==> src/rtl/epq_pkg.sv <==
// shared constants and types of the expiring play queue
// no dependencies; imported by every module of the block
`default_nettype none

package epq_pkg;

  localparam int unsigned QUEUE_SLOTS_DEF = 32;
  localparam int unsigned TIME_BITS_DEF   = 48;

  localparam int unsigned LIFETIME_W = 24;
  localparam logic [LIFETIME_W-1:0] LIFETIME_RESET = 24'd1966080;  // 30.0 s in 8.16

  localparam int unsigned SOUND_W = 8;
  localparam int unsigned COUNT_W = 5;
  localparam logic [COUNT_W-1:0] COUNT_MAX = 5'd31;

  localparam int unsigned MODE_W = 3;

  typedef enum logic [MODE_W-1:0] {
    MODE_ENQUEUE = 3'd0,
    MODE_PROCESS = 3'd1,
    MODE_PAUSE   = 3'd2,
    MODE_CLEAR   = 3'd3,
    MODE_REPORT  = 3'd4
  } mode_e;

endpackage

`default_nettype wire

==> src/rtl/epq_store.sv <==
// entry memory of the play queue: enqueue time and sound number per slot
// one write port, one registered read port; uses epq_pkg
`default_nettype none

module epq_store
  import epq_pkg::*;
#(
  parameter int unsigned QUEUE_SLOTS = QUEUE_SLOTS_DEF,
  parameter int unsigned TIME_BITS   = TIME_BITS_DEF,
  localparam int unsigned AW = $clog2(QUEUE_SLOTS)
) (
  input  wire logic                 clk_i,
  input  wire logic                 wr_en_i,
  input  wire logic [AW-1:0]        wr_addr_i,
  input  wire logic [TIME_BITS-1:0] wr_time_i,
  input  wire logic [SOUND_W-1:0]   wr_sound_i,
  input  wire logic [AW-1:0]        rd_addr_i,
  output logic      [TIME_BITS-1:0] rd_time_o,
  output logic      [SOUND_W-1:0]   rd_sound_o
);

  logic [TIME_BITS-1:0] time_mem  [QUEUE_SLOTS];
  logic [SOUND_W-1:0]   sound_mem [QUEUE_SLOTS];

  always_ff @(posedge clk_i) begin
    if (wr_en_i) begin
      time_mem[wr_addr_i]  <= wr_time_i;
      sound_mem[wr_addr_i] <= wr_sound_i;
    end
    rd_time_o  <= time_mem[rd_addr_i];
    rd_sound_o <= sound_mem[rd_addr_i];
  end

endmodule

`default_nettype wire

==> src/rtl/epq_expiry.sv <==
// shared expiry unit: adds lifetime to an entry time, then compares with now
// add into a register, then compare the registered sum with now; uses epq_pkg
`default_nettype none

module epq_expiry
  import epq_pkg::*;
#(
  parameter int unsigned TIME_BITS = TIME_BITS_DEF
) (
  input  wire logic                  clk_i,
  input  wire logic                  load_i,
  input  wire logic [TIME_BITS-1:0]  entry_time_i,
  input  wire logic [LIFETIME_W-1:0] lifetime_i,
  input  wire logic [TIME_BITS-1:0]  now_i,
  output logic                       live_o
);

  // one extra bit keeps the carry: a carried sum is always in the future
  logic [TIME_BITS:0] sum_q;

  always_ff @(posedge clk_i) begin
    if (load_i) begin
      sum_q <= {1'b0, entry_time_i} + (TIME_BITS+1)'(lifetime_i);
    end
  end

  assign live_o = sum_q[TIME_BITS] || (sum_q[TIME_BITS-1:0] > now_i);

endmodule

`default_nettype wire

==> src/rtl/expiring_play_queue_top.sv <==
// expiring play queue: circular request queue with time-to-live expiry
// sequence: pause, clear, start report and unused modes answer in the cycle after start;
//   enqueue/process: mark check, then head read, add, compare, ending at an offer, an empty
//   queue or a still-playing head; each expired pop (at most QUEUE_SLOTS-1) repeats them
// throughput: one word at a time, busy_o high until the result strobe; no receiver stall
// reset: asynchronous active low, empties the queue and reloads lifetime to 30 s
`default_nettype none

module expiring_play_queue_top
  import epq_pkg::*;
#(
  parameter int unsigned QUEUE_SLOTS = QUEUE_SLOTS_DEF,
  parameter int unsigned TIME_BITS   = TIME_BITS_DEF
) (
  input  wire logic                  clk_i,
  input  wire logic                  rst_ni,
  // command side
  input  wire logic                  start_i,
  output logic                       busy_o,
  input  wire logic [MODE_W-1:0]     mode_i,
  input  wire logic [SOUND_W-1:0]    sound_number_i,
  input  wire logic [TIME_BITS-1:0]  now_time_i,
  input  wire logic                  channel_busy_i,
  input  wire logic                  start_accepted_i,
  // lifetime register write
  input  wire logic                  cfg_valid_i,
  output logic                       cfg_ready_o,
  input  wire logic [LIFETIME_W-1:0] cfg_lifetime_i,
  // result side
  output logic                       done_o,
  output logic                       start_request_o,
  output logic [SOUND_W-1:0]         start_sound_o,
  output logic                       dropped_full_o,
  output logic [COUNT_W-1:0]         expired_count_o,
  output logic [COUNT_W-1:0]         queue_count_o,
  output logic                       head_playing_o
);

  localparam int unsigned AW = $clog2(QUEUE_SLOTS);
  localparam logic [AW-1:0] LAST_SLOT = AW'(QUEUE_SLOTS - 1);

  // sequencer states
  typedef enum logic [4:0] {
    S_IDLE = 5'b00001,  // waiting for a word
    S_PROC = 5'b00010,  // playing-mark check and finished-sound pop
    S_HEAD = 5'b00100,  // empty check, memory reads the head slot
    S_ADD  = 5'b01000,  // expiry unit forms time plus lifetime
    S_CMP  = 5'b10000   // compare with now: offer or pop expired
  } state_e;

  state_e state_q, state_d;

  logic [AW-1:0]        head_q, head_d;
  logic [AW-1:0]        tail_q, tail_d;
  logic [AW-1:0]        total_q, total_d;
  logic [AW-1:0]        exp_q, exp_d;
  logic                 playing_q, playing_d;
  logic                 drop_q, drop_d;
  logic                 chbusy_q, chbusy_d;
  logic [TIME_BITS-1:0] now_q, now_d;
  logic [LIFETIME_W-1:0] lifetime_q;

  // result registers
  logic                 done_q;
  logic                 req_q;
  logic [SOUND_W-1:0]   snd_q;
  logic                 dropped_q;
  logic [COUNT_W-1:0]   expcnt_q;
  logic [COUNT_W-1:0]   qcnt_q;
  logic                 play_out_q;

  logic                 fin;
  logic                 offer;
  logic                 wr_en;
  logic                 load;
  logic                 live;
  logic [TIME_BITS-1:0] rd_time;
  logic [SOUND_W-1:0]   rd_sound;
  logic [AW-1:0]        tail_nxt;
  logic [AW-1:0]        head_nxt;
  logic                 empty;

  function automatic logic [COUNT_W-1:0] sat_count(input logic [AW-1:0] v);
    return (32'(v) > 32'(COUNT_MAX)) ? COUNT_MAX : COUNT_W'(v);
  endfunction

  assign tail_nxt = (tail_q == LAST_SLOT) ? '0 : tail_q + AW'(1);
  assign head_nxt = (head_q == LAST_SLOT) ? '0 : head_q + AW'(1);
  assign empty    = (head_q == tail_q);

  // entry memory, read port always follows the head
  epq_store #(
    .QUEUE_SLOTS(QUEUE_SLOTS),
    .TIME_BITS  (TIME_BITS)
  ) u_store (
    .clk_i     (clk_i),
    .wr_en_i   (wr_en),
    .wr_addr_i (tail_q),
    .wr_time_i (now_time_i),
    .wr_sound_i(sound_number_i),
    .rd_addr_i (head_q),
    .rd_time_o (rd_time),
    .rd_sound_o(rd_sound)
  );

  // one adder and comparator, reused for every head entry checked
  epq_expiry #(
    .TIME_BITS(TIME_BITS)
  ) u_expiry (
    .clk_i       (clk_i),
    .load_i      (load),
    .entry_time_i(rd_time),
    .lifetime_i  (lifetime_q),
    .now_i       (now_q),
    .live_o      (live)
  );

  always_comb begin
    state_d   = state_q;
    head_d    = head_q;
    tail_d    = tail_q;
    total_d   = total_q;
    exp_d     = exp_q;
    playing_d = playing_q;
    drop_d    = drop_q;
    chbusy_d  = chbusy_q;
    now_d     = now_q;
    fin       = 1'b0;
    offer     = 1'b0;
    wr_en     = 1'b0;
    load      = 1'b0;

    case (state_q)
      S_IDLE: begin
        if (start_i) begin
          now_d    = now_time_i;
          chbusy_d = channel_busy_i;
          exp_d    = '0;
          drop_d   = 1'b0;
          case (mode_i)
            MODE_ENQUEUE: begin
              // one slot stays empty, so next tail on head means full
              if (tail_nxt == head_q) begin
                drop_d = 1'b1;
              end else begin
                wr_en   = 1'b1;
                tail_d  = tail_nxt;
                total_d = total_q + AW'(1);
              end
              state_d = S_PROC;
            end
            MODE_PROCESS: begin
              state_d = S_PROC;
            end
            MODE_PAUSE: begin
              playing_d = 1'b0;
              fin       = 1'b1;
            end
            MODE_CLEAR: begin
              head_d    = '0;
              tail_d    = '0;
              total_d   = '0;
              playing_d = 1'b0;
              fin       = 1'b1;
            end
            MODE_REPORT: begin
              playing_d = start_accepted_i && !empty;
              fin       = 1'b1;
            end
            default: begin
              fin = 1'b1;
            end
          endcase
        end
      end
      S_PROC: begin
        if (playing_q) begin
          if (chbusy_q && !empty) begin
            // head sound still playing, nothing to do
            fin     = 1'b1;
            state_d = S_IDLE;
          end else begin
            // finished sound leaves the queue
            if (!empty) begin
              head_d  = head_nxt;
              total_d = total_q - AW'(1);
            end
            playing_d = 1'b0;
            state_d   = S_HEAD;
          end
        end else begin
          state_d = S_HEAD;
        end
      end
      S_HEAD: begin
        if (empty) begin
          fin     = 1'b1;
          state_d = S_IDLE;
        end else begin
          state_d = S_ADD;
        end
      end
      S_ADD: begin
        load    = 1'b1;
        state_d = S_CMP;
      end
      S_CMP: begin
        if (live) begin
          offer   = 1'b1;
          fin     = 1'b1;
          state_d = S_IDLE;
        end else begin
          // expired: pop and check the new head
          head_d  = head_nxt;
          total_d = total_q - AW'(1);
          exp_d   = exp_q + AW'(1);
          state_d = S_HEAD;
        end
      end
      default: begin
        state_d = S_IDLE;
      end
    endcase
  end

  always_ff @(posedge clk_i or negedge rst_ni) begin
    if (!rst_ni) begin
      state_q    <= S_IDLE;
      head_q     <= '0;
      tail_q     <= '0;
      total_q    <= '0;
      exp_q      <= '0;
      playing_q  <= 1'b0;
      drop_q     <= 1'b0;
      chbusy_q   <= 1'b0;
      lifetime_q <= LIFETIME_RESET;
      done_q     <= 1'b0;
    end else begin
      state_q   <= state_d;
      head_q    <= head_d;
      tail_q    <= tail_d;
      total_q   <= total_d;
      exp_q     <= exp_d;
      playing_q <= playing_d;
      drop_q    <= drop_d;
      chbusy_q  <= chbusy_d;
      done_q    <= fin;
      if (cfg_valid_i && cfg_ready_o) begin
        lifetime_q <= cfg_lifetime_i;
      end
    end
  end

  // payload registers, loaded with the state the word leaves behind
  always_ff @(posedge clk_i) begin
    now_q <= now_d;
    if (fin) begin
      req_q      <= offer;
      snd_q      <= offer ? rd_sound : '0;
      dropped_q  <= drop_d;
      expcnt_q   <= sat_count(exp_d);
      qcnt_q     <= sat_count(total_d);
      play_out_q <= playing_d;
    end
  end

  assign busy_o          = (state_q != S_IDLE);
  assign cfg_ready_o     = (state_q == S_IDLE);
  assign done_o          = done_q;
  assign start_request_o = req_q;
  assign start_sound_o   = snd_q;
  assign dropped_full_o  = dropped_q;
  assign expired_count_o = expcnt_q;
  assign queue_count_o   = qcnt_q;
  assign head_playing_o  = play_out_q;

endmodule

`default_nettype wire

==> config.mk <==
export PLATFORM = sky130hd
export DESIGN_NAME = expiring_play_queue_top
export DESIGN_NICKNAME = d
export VERILOG_FILES = /design/src/rtl/epq_pkg.sv /design/src/rtl/epq_store.sv /design/src/rtl/epq_expiry.sv /design/src/rtl/expiring_play_queue_top.sv
export SDC_FILE = /design/constraint.sdc
export NUM_CORES = 2
export LEC_CHECK = 0
export BUFFER_PORTS_ARGS = -buffer_cell sky130_fd_sc_hd__buf_2
export CAP_MARGIN = 20
export CELL_PAD_IN_SITES_DETAIL_PLACEMENT = 1
export CELL_PAD_IN_SITES_GLOBAL_PLACEMENT = 1
export CORE_MARGIN = 4
export CORE_UTILIZATION = 51
export DETAILED_ROUTE_END_ITERATION = 8
export GPL_TIMING_DRIVEN = 0
export PLACE_DENSITY_LB_ADDON = 0.12
export REMOVE_ABC_BUFFERS = 1
export SYNTH_ARGS = -nofsm -noshare
export SYNTH_HDL_FRONTEND = slang
export SYNTH_SLANG_ARGS = --single-unit
==> constraint.sdc <==
create_clock -name clk_i -period 5.95 [get_ports clk_i]
set_clock_uncertainty 0.1 [all_clocks]
set_input_delay 0.8925 -clock clk_i [delete_from_list [all_inputs] [get_ports clk_i]]
set_output_delay 0.8925 -clock clk_i [all_outputs]
set_load 0.02 [all_outputs]
* Word-level counts from Yosys, hierarchy flattened *
Memory sizes are Yosys's and may differ from the RTL's. A register that Yosys moved wholly into a read port is not among the register bits.
Cells that the tools add are included.

cells by class
  $add $sub $neg = 6
  $lt $le $gt $ge = 1
  eq/ne operators = 22
  mux-type cells = 51
  reduce and logical (&&, ||, !) cells = 14

operator list
  cell                   count
  $mux W5                20
  $add A48 B24 Y49       1
  $gt A48 B48 Y1         1
  $pmux W5 S2            3
  $pmux W5 S3            2
  $pmux W5 S5            1
  $add A5 B1 Y5 const B  4
  $mux W1                19
  $eq A5 B5 Y1 const B   3
  $ne A2 B2 Y1 const B   7
  $eq A5 B5 Y1           2
  $reduce_and A7 Y1      1
  $eq A3 B2 Y1 const B   2
  $mux W3                2
  $eq A5 B1 Y1 const B   1
  $eq A5 B2 Y1 const B   1
  $eq A5 B3 Y1 const B   1
  $eq A5 B4 Y1 const B   1
  $ne A5 B1 Y1 const B   1
  $sub A5 B1 Y5 const B  1
  $mux W4                1
  $pmux W1 S2            2
  $pmux W1 S4            1
  $reduce_and A2 Y1      2
  other kinds (11)       14

storage, ports and cells
  register bits after elaboration = 171
  RAM bits = 1792
  output and inout port bits = 24
  memories kept = 2

memories
  name               depth  bits a word  rd ports  clocked after Yosys merged registers in  write ports  RTL line         text
  u_store.time_mem   32     48           1         1                                        1            epq_store.sv:22  logic [TIME_BITS-1:0] time_mem [QUEUE_SLOTS];
  u_store.sound_mem  32     8            1         1                                        1            epq_store.sv:23  logic [SOUND_W-1:0] sound_mem [QUEUE_SLOTS];

* Longest topological paths before layout *
  depth in word-level cells = 9
  gate-level depth with buffers = 12
  gate-level depth less buffers = 11

* Cells and area by module *
A second synthesis with hierarchy kept.

unflattened totals
  cells, all modules = 4736
  area total of the unflattened synthesis = 80244.5 µm²

modules (own cells, without submodules)
  module                   times used  cells each  area each (µm²)  sequential area each (µm²)
  epq_store                1           3917        70816.7          54932.7
  expiring_play_queue_top  1           354         4932.2           3404.5
  epq_expiry               1           465         4495.6           1471.4

* Least setup slack after synthesis *
No wires, ideal clock.

  kind = register -> register
  start = reg state_q[0]
  end = reg u_expiry.sum_q[0] (enable)
  arrival time = 5.297 ns
  slack = -0.024 ns
  stages on the path, launching flop included = 3
  path buffers = 1
  path through = dfstp_2 clkbuf_1 nor4_1

on the way
  cells in the longest elaborated chain, start to end = 2

RTL lines
  item                      RTL line                        text
  start: declaration        expiring_play_queue_top.sv:51   state_e state_q, state_d;
  start signal: assignment  expiring_play_queue_top.sv:239  state_q <= state_d;
  $eq A5 B4 Y1              expiring_play_queue_top.sv:133  case (state_q)
  $mux W1                   expiring_play_queue_top.sv:133
  end signal: assignment    epq_expiry.sv:23                sum_q <= {1'b0, entry_time_i} + (TIME_BITS+1)'(lifetime_i);
  end: declaration          epq_expiry.sv:19                logic [TIME_BITS:0] sum_q;

No other way between the ends.
A chain may end at the register's enable or synchronous reset.

* Worst setup path in the final report *
  start = reg tail_q[0]
  end = mem u_store.time_mem[16][40] (netlist bit) (enable)

on the way
  cells in the longest elaborated chain, start to end = 9
  elaborated cells on any way between the ends = 10
  classes of those cells = add/sub: 1; eq/ne: 2; mux: 7

RTL lines
  item                                           RTL line                        text
  start: declaration                             expiring_play_queue_top.sv:54   logic [AW-1:0] tail_q, tail_d;
  start signal: assignment                       expiring_play_queue_top.sv:241  tail_q <= tail_d;
  $add A5 B1 Y5 or $eq A5 B5 Y1 (tied branches)  expiring_play_queue_top.sv:87   assign tail_nxt = (tail_q == LAST_SLOT) ? '0 : tail_q + AW'(1);
  $mux W5                                        expiring_play_queue_top.sv:87
  $eq A5 B5 Y1                                   expiring_play_queue_top.sv:143  if (tail_nxt == head_q) begin
  $mux W1                                        expiring_play_queue_top.sv:143
  $mux W1                                        expiring_play_queue_top.sv:140  case (mode_i)
  $mux W1                                        expiring_play_queue_top.sv:135  if (start_i) begin
  $mux W1                                        expiring_play_queue_top.sv:133
  $mux W1                                        epq_store.sv:26                 if (wr_en_i) begin
  $mux W1 (not written as such)                  epq_store.sv:27                 time_mem[wr_addr_i] <= wr_time_i;
  end: declaration                               epq_store.sv:22

Several ways; a longest one is shown, not always the timed one.

==> metrics <==
GRT overflow 0; outcome finished, final reports clean; Fmax 180 MHz; startpoint types flop; CTS buffer count between 200 and 250; Die W 400 µm; clock slew at reported path FFs roughly 0.060 ns; TNS Setup 0 ns; P_leak 28.6 nW; unrepaired setup endpoints after global routing no; pwr dens 335 mW/mm²; Synth Warn # 0; via count ~38000; Final setup viols 0; CTS tree built; Fillers 12500; DRC Markers 0; worst endpoint required time 6.35 ns; Max Slew Vio Count 0; Least-Margin Pin Slew 1.05 ns; worst skew pair latency 0.81 ns; arrival time worst endpoint 5.96 ns; Relative slew margins 29.3%; Synth Register Bits ~2000; cts repair resizes 0; Final Hold Fails 0; Pre-antenna DRT Iters 5; number of enable flip-flop cells after synthesis ~1900; CTS Root Cell clkbuf_16; Final period util 93.6%; Post-CTS Hold Buffers 1; CP cell instances ha_1, and3_1, ha_1, or3_1, nand3_1, o31ai_1, nor2_1, nand2_1, nor2_4, buf_12, buf_12, buf_12; die height 400 µm; DP HPWL 133000 µm; routability cong. between 0.7 and 0.8; core area 0.152 mm²; Mean Syn Cell Area 22.5 µm²; row count 143; mapped cell area approximately 0.08 mm²; initial antenna violation count 8; Setup Buffers After CTS 0; IO buf count 112; pin count of the biggest net entering global routing 64; routed vias/inst 6.35; Global Route Usage Sum a little over a quarter; Clock Tree Buf Depth 3; starting density of the core 51.5%; Sink Count slightly above 2000; Worst VDD drop 0.277 mV; vias in the first global route a little over 40000; antenna viol nets, final 0; Nets 3974; CP peak stage delay 0.88 ns; CTS H-Tree Depth 4; post-synthesis async set-or-reset flop share 2.63%; first-pass GRT wire length 301000 µm; WL/cell 35.1 µm; crit path kind flop to flop; Primary FF master, synth edfxtp_1; CP endpoint kind flop; share of layout cells above drive strength 1 31.9%; register area share after synthesis 76.2%; drt initial violations 4503; Fin Hold WS 0.195 ns; worst hold path type primary input to flop; fin crit period roughly 5.6 ns; Crit-path slowest cell nor2_4; library cells used by synthesis 83; Syn-to-layout area delta 16.1%; Critical Path Most Common Cell buf_12; die area roughly 0.16 mm²; Max Fanout on Critical Path 16; Post-Synthesis Cells 3484; IO Pins 113; maxcap violations 0; final wirelength 211000 µm
[worst max-delay path: cells and delay by family (launching register included)]
kind	cells	cell delay, ns
buffers and inverters	3	0.74
adder cells (fa/ha/maj)	2	0.63
flip-flops	1	0.48
AND/OR/NAND/NOR	6	3.03
AO/OA/AOI/OAI	1	0.18
[per-stage QoR]
stage	cell area (µm²)	total power [W]	setup slack, ns	utilization, %	instances
global route	91100	0.0316	0.157	59.8	5997
global placement	80900	0.0189	-26.87	53.1	5474
CTS	91100	0.0308	0.388	59.8	5995
floorplan	77800	0.0179	-14.73	-	3332
finish	91100	0.0306	0.383	59.8	6001
detailed placement	84500	0.0183	0.410	55.5	5624
[layout by cell type, fill, tap and decap left out, types with 8 or more instances in the layout]
cell type | synthesis | routed
nand3_1 | 24 | 24
nand4_1 | 19 | 19
nor2_1 | 69 | 37
mux2_2 | 83 | 83
o31ai_1 | 8 | 8
nor3_1 | 27 | 27
buf_12 | 0 | 88
clkinv_2 | 1 | 35
clkbuf_16 | 0 | 206
inv_1 | 68 | 68
a21oi_1 | 53 | 52
nand2_1 | 62 | 62
o21ai_0 | 34 | 33
clkbuf_1 | 92 | 43
and2_1 | 14 | 14
xnor2_1 | 26 | 26
clkbuf_8 | 0 | 9
clkinv_1 | 0 | 42
dfxtp_1 | 56 | 56
nand2b_1 | 10 | 10
bufinv_16 | 0 | 18
nor2_4 | 0 | 32
buf_16 | 0 | 55
xor2_1 | 28 | 28
buf_2 | 32 | 113
ha_1 | 82 | 82
and3_1 | 9 | 9
mux4_2 | 560 | 560
edfxtp_1 | 1910 | 1910
dfrtp_1 | 48 | 43
a21o_1 | 15 | 15
[report_power, final]
| part | internal [W] | leakage (nW) | switching (W) | total, W |
|---|---|---|---|---|
| combinational | 0.000872 | 7.09 | 0.00116 | 0.00203 |
| clock | 0.00723 | 3.19 | 0.00535 | 0.0126 |
| sequential | 0.0158 | 18.3 | 0.000183 | 0.0160 |
| total | 0.0239 | 28.6 | 0.00669 | 0.0306 |
[final timing paths]
check                                            from                       end  slack (ns)  cells after the start
worst max-delay path                        tail_q[0]  u_store.time_mem[16][40]        0.38                     12
worst min-delay path                   channel_busy_i                  chbusy_q        0.20                      3
worst max register to register              tail_q[0]  u_store.time_mem[16][40]        0.38                     12
worst min register to register  u_store.rd_sound_o[3]          start_sound_o[3]        0.41                      1
max in group asynchronous                      rst_ni            lifetime_q[20]        4.52                      3
min in group asynchronous                      rst_ni                  exp_q[1]        0.52                      2
[final cells by class]
class                   count  area, µm²  area share [%]
well taps                2030       2540            2.79
multi-input cells        1243      18000            19.8
flip-flops and latches   2019      59800            65.7
diodes                      4       10.0          0.0110
inverters                  70        269           0.295
repair buffers            265       3910            4.29
clock buffers             258       5440            5.97
clock inverters           112       1090            1.20
[Yosys cell counts (3+ instances only)]
cell type / number / area, µm²
a211oi_1: 4 / 30.0
a21o_1: 15 / 113
a21oi_1: 53 / 265
a22oi_1: 4 / 30.0
a31oi_1: 7 / 43.8
and2_1: 14 / 87.6
and3_1: 9 / 56.3
and4_1: 6 / 52.6
buf_1: 27 / 101
buf_2: 32 / 160
clkbuf_1: 92 / 345
dfrtp_1: 48 / 1200
dfstp_2: 5 / 131
dfxtp_1: 56 / 1120
edfxtp_1: 1910 / 57400
ha_1: 82 / 1030
inv_1: 68 / 255
mux2_2: 83 / 935
mux4_2: 560 / 12600
nand2_1: 62 / 233
nand2b_1: 10 / 62.6
nand3_1: 24 / 120
nand3b_1: 6 / 45.0
nand4_1: 19 / 119
nor2_1: 69 / 259
nor2b_1: 7 / 43.8
nor3_1: 27 / 135
nor3b_1: 3 / 22.5
nor4_1: 7 / 43.8
o211ai_1: 7 / 52.6
o21a_1: 3 / 22.5
o21ai_0: 34 / 170
o31ai_1: 8 / 60.1
or2_2: 5 / 31.3
or3_1: 7 / 43.8
xnor2_1: 26 / 228
xor2_1: 28 / 245
[registers in the layout (all words and copies together), names as in the netlist, 8 cells and up]
name	flops
lifetime_q	24
now_q	48
start_sound_o	8
u_expiry.sum_q	49
u_store.rd_sound_o	8
u_store.rd_time_o	48
u_store.sound_mem	256
u_store.time_mem	1536
[layer usage]
metal / track usage [%] / wire (µm) / vias to the layer above
met2: 42.8 / 103000 / 1598
met5: 0 / 24 / -
met3: 4.39 / 14400 / 345
li1: - / - / 15300
met4: 7.59 / 6060 / 4
met1: 38.7 / 87500 / 20800
[kinds of logic (layout without fill, tap and decap cells)]
family                   after synthesis  count (layout)  synth area share, %
flip-flops                          2019            2019                 76.2
AO/OA/AOI/OAI                        168             168                 1.44
adder cells (fa/ha/maj)               83              83                 1.33
multiplexers                         644             644                 17.3
other                                  0               4                    0
AND/OR/NAND/NOR                      294             294                 1.97
buffers and inverters                222             705                 1.13
XOR/XNOR                              54              54                0.603
No activity file was read; power rests on OpenSTA's default activity.
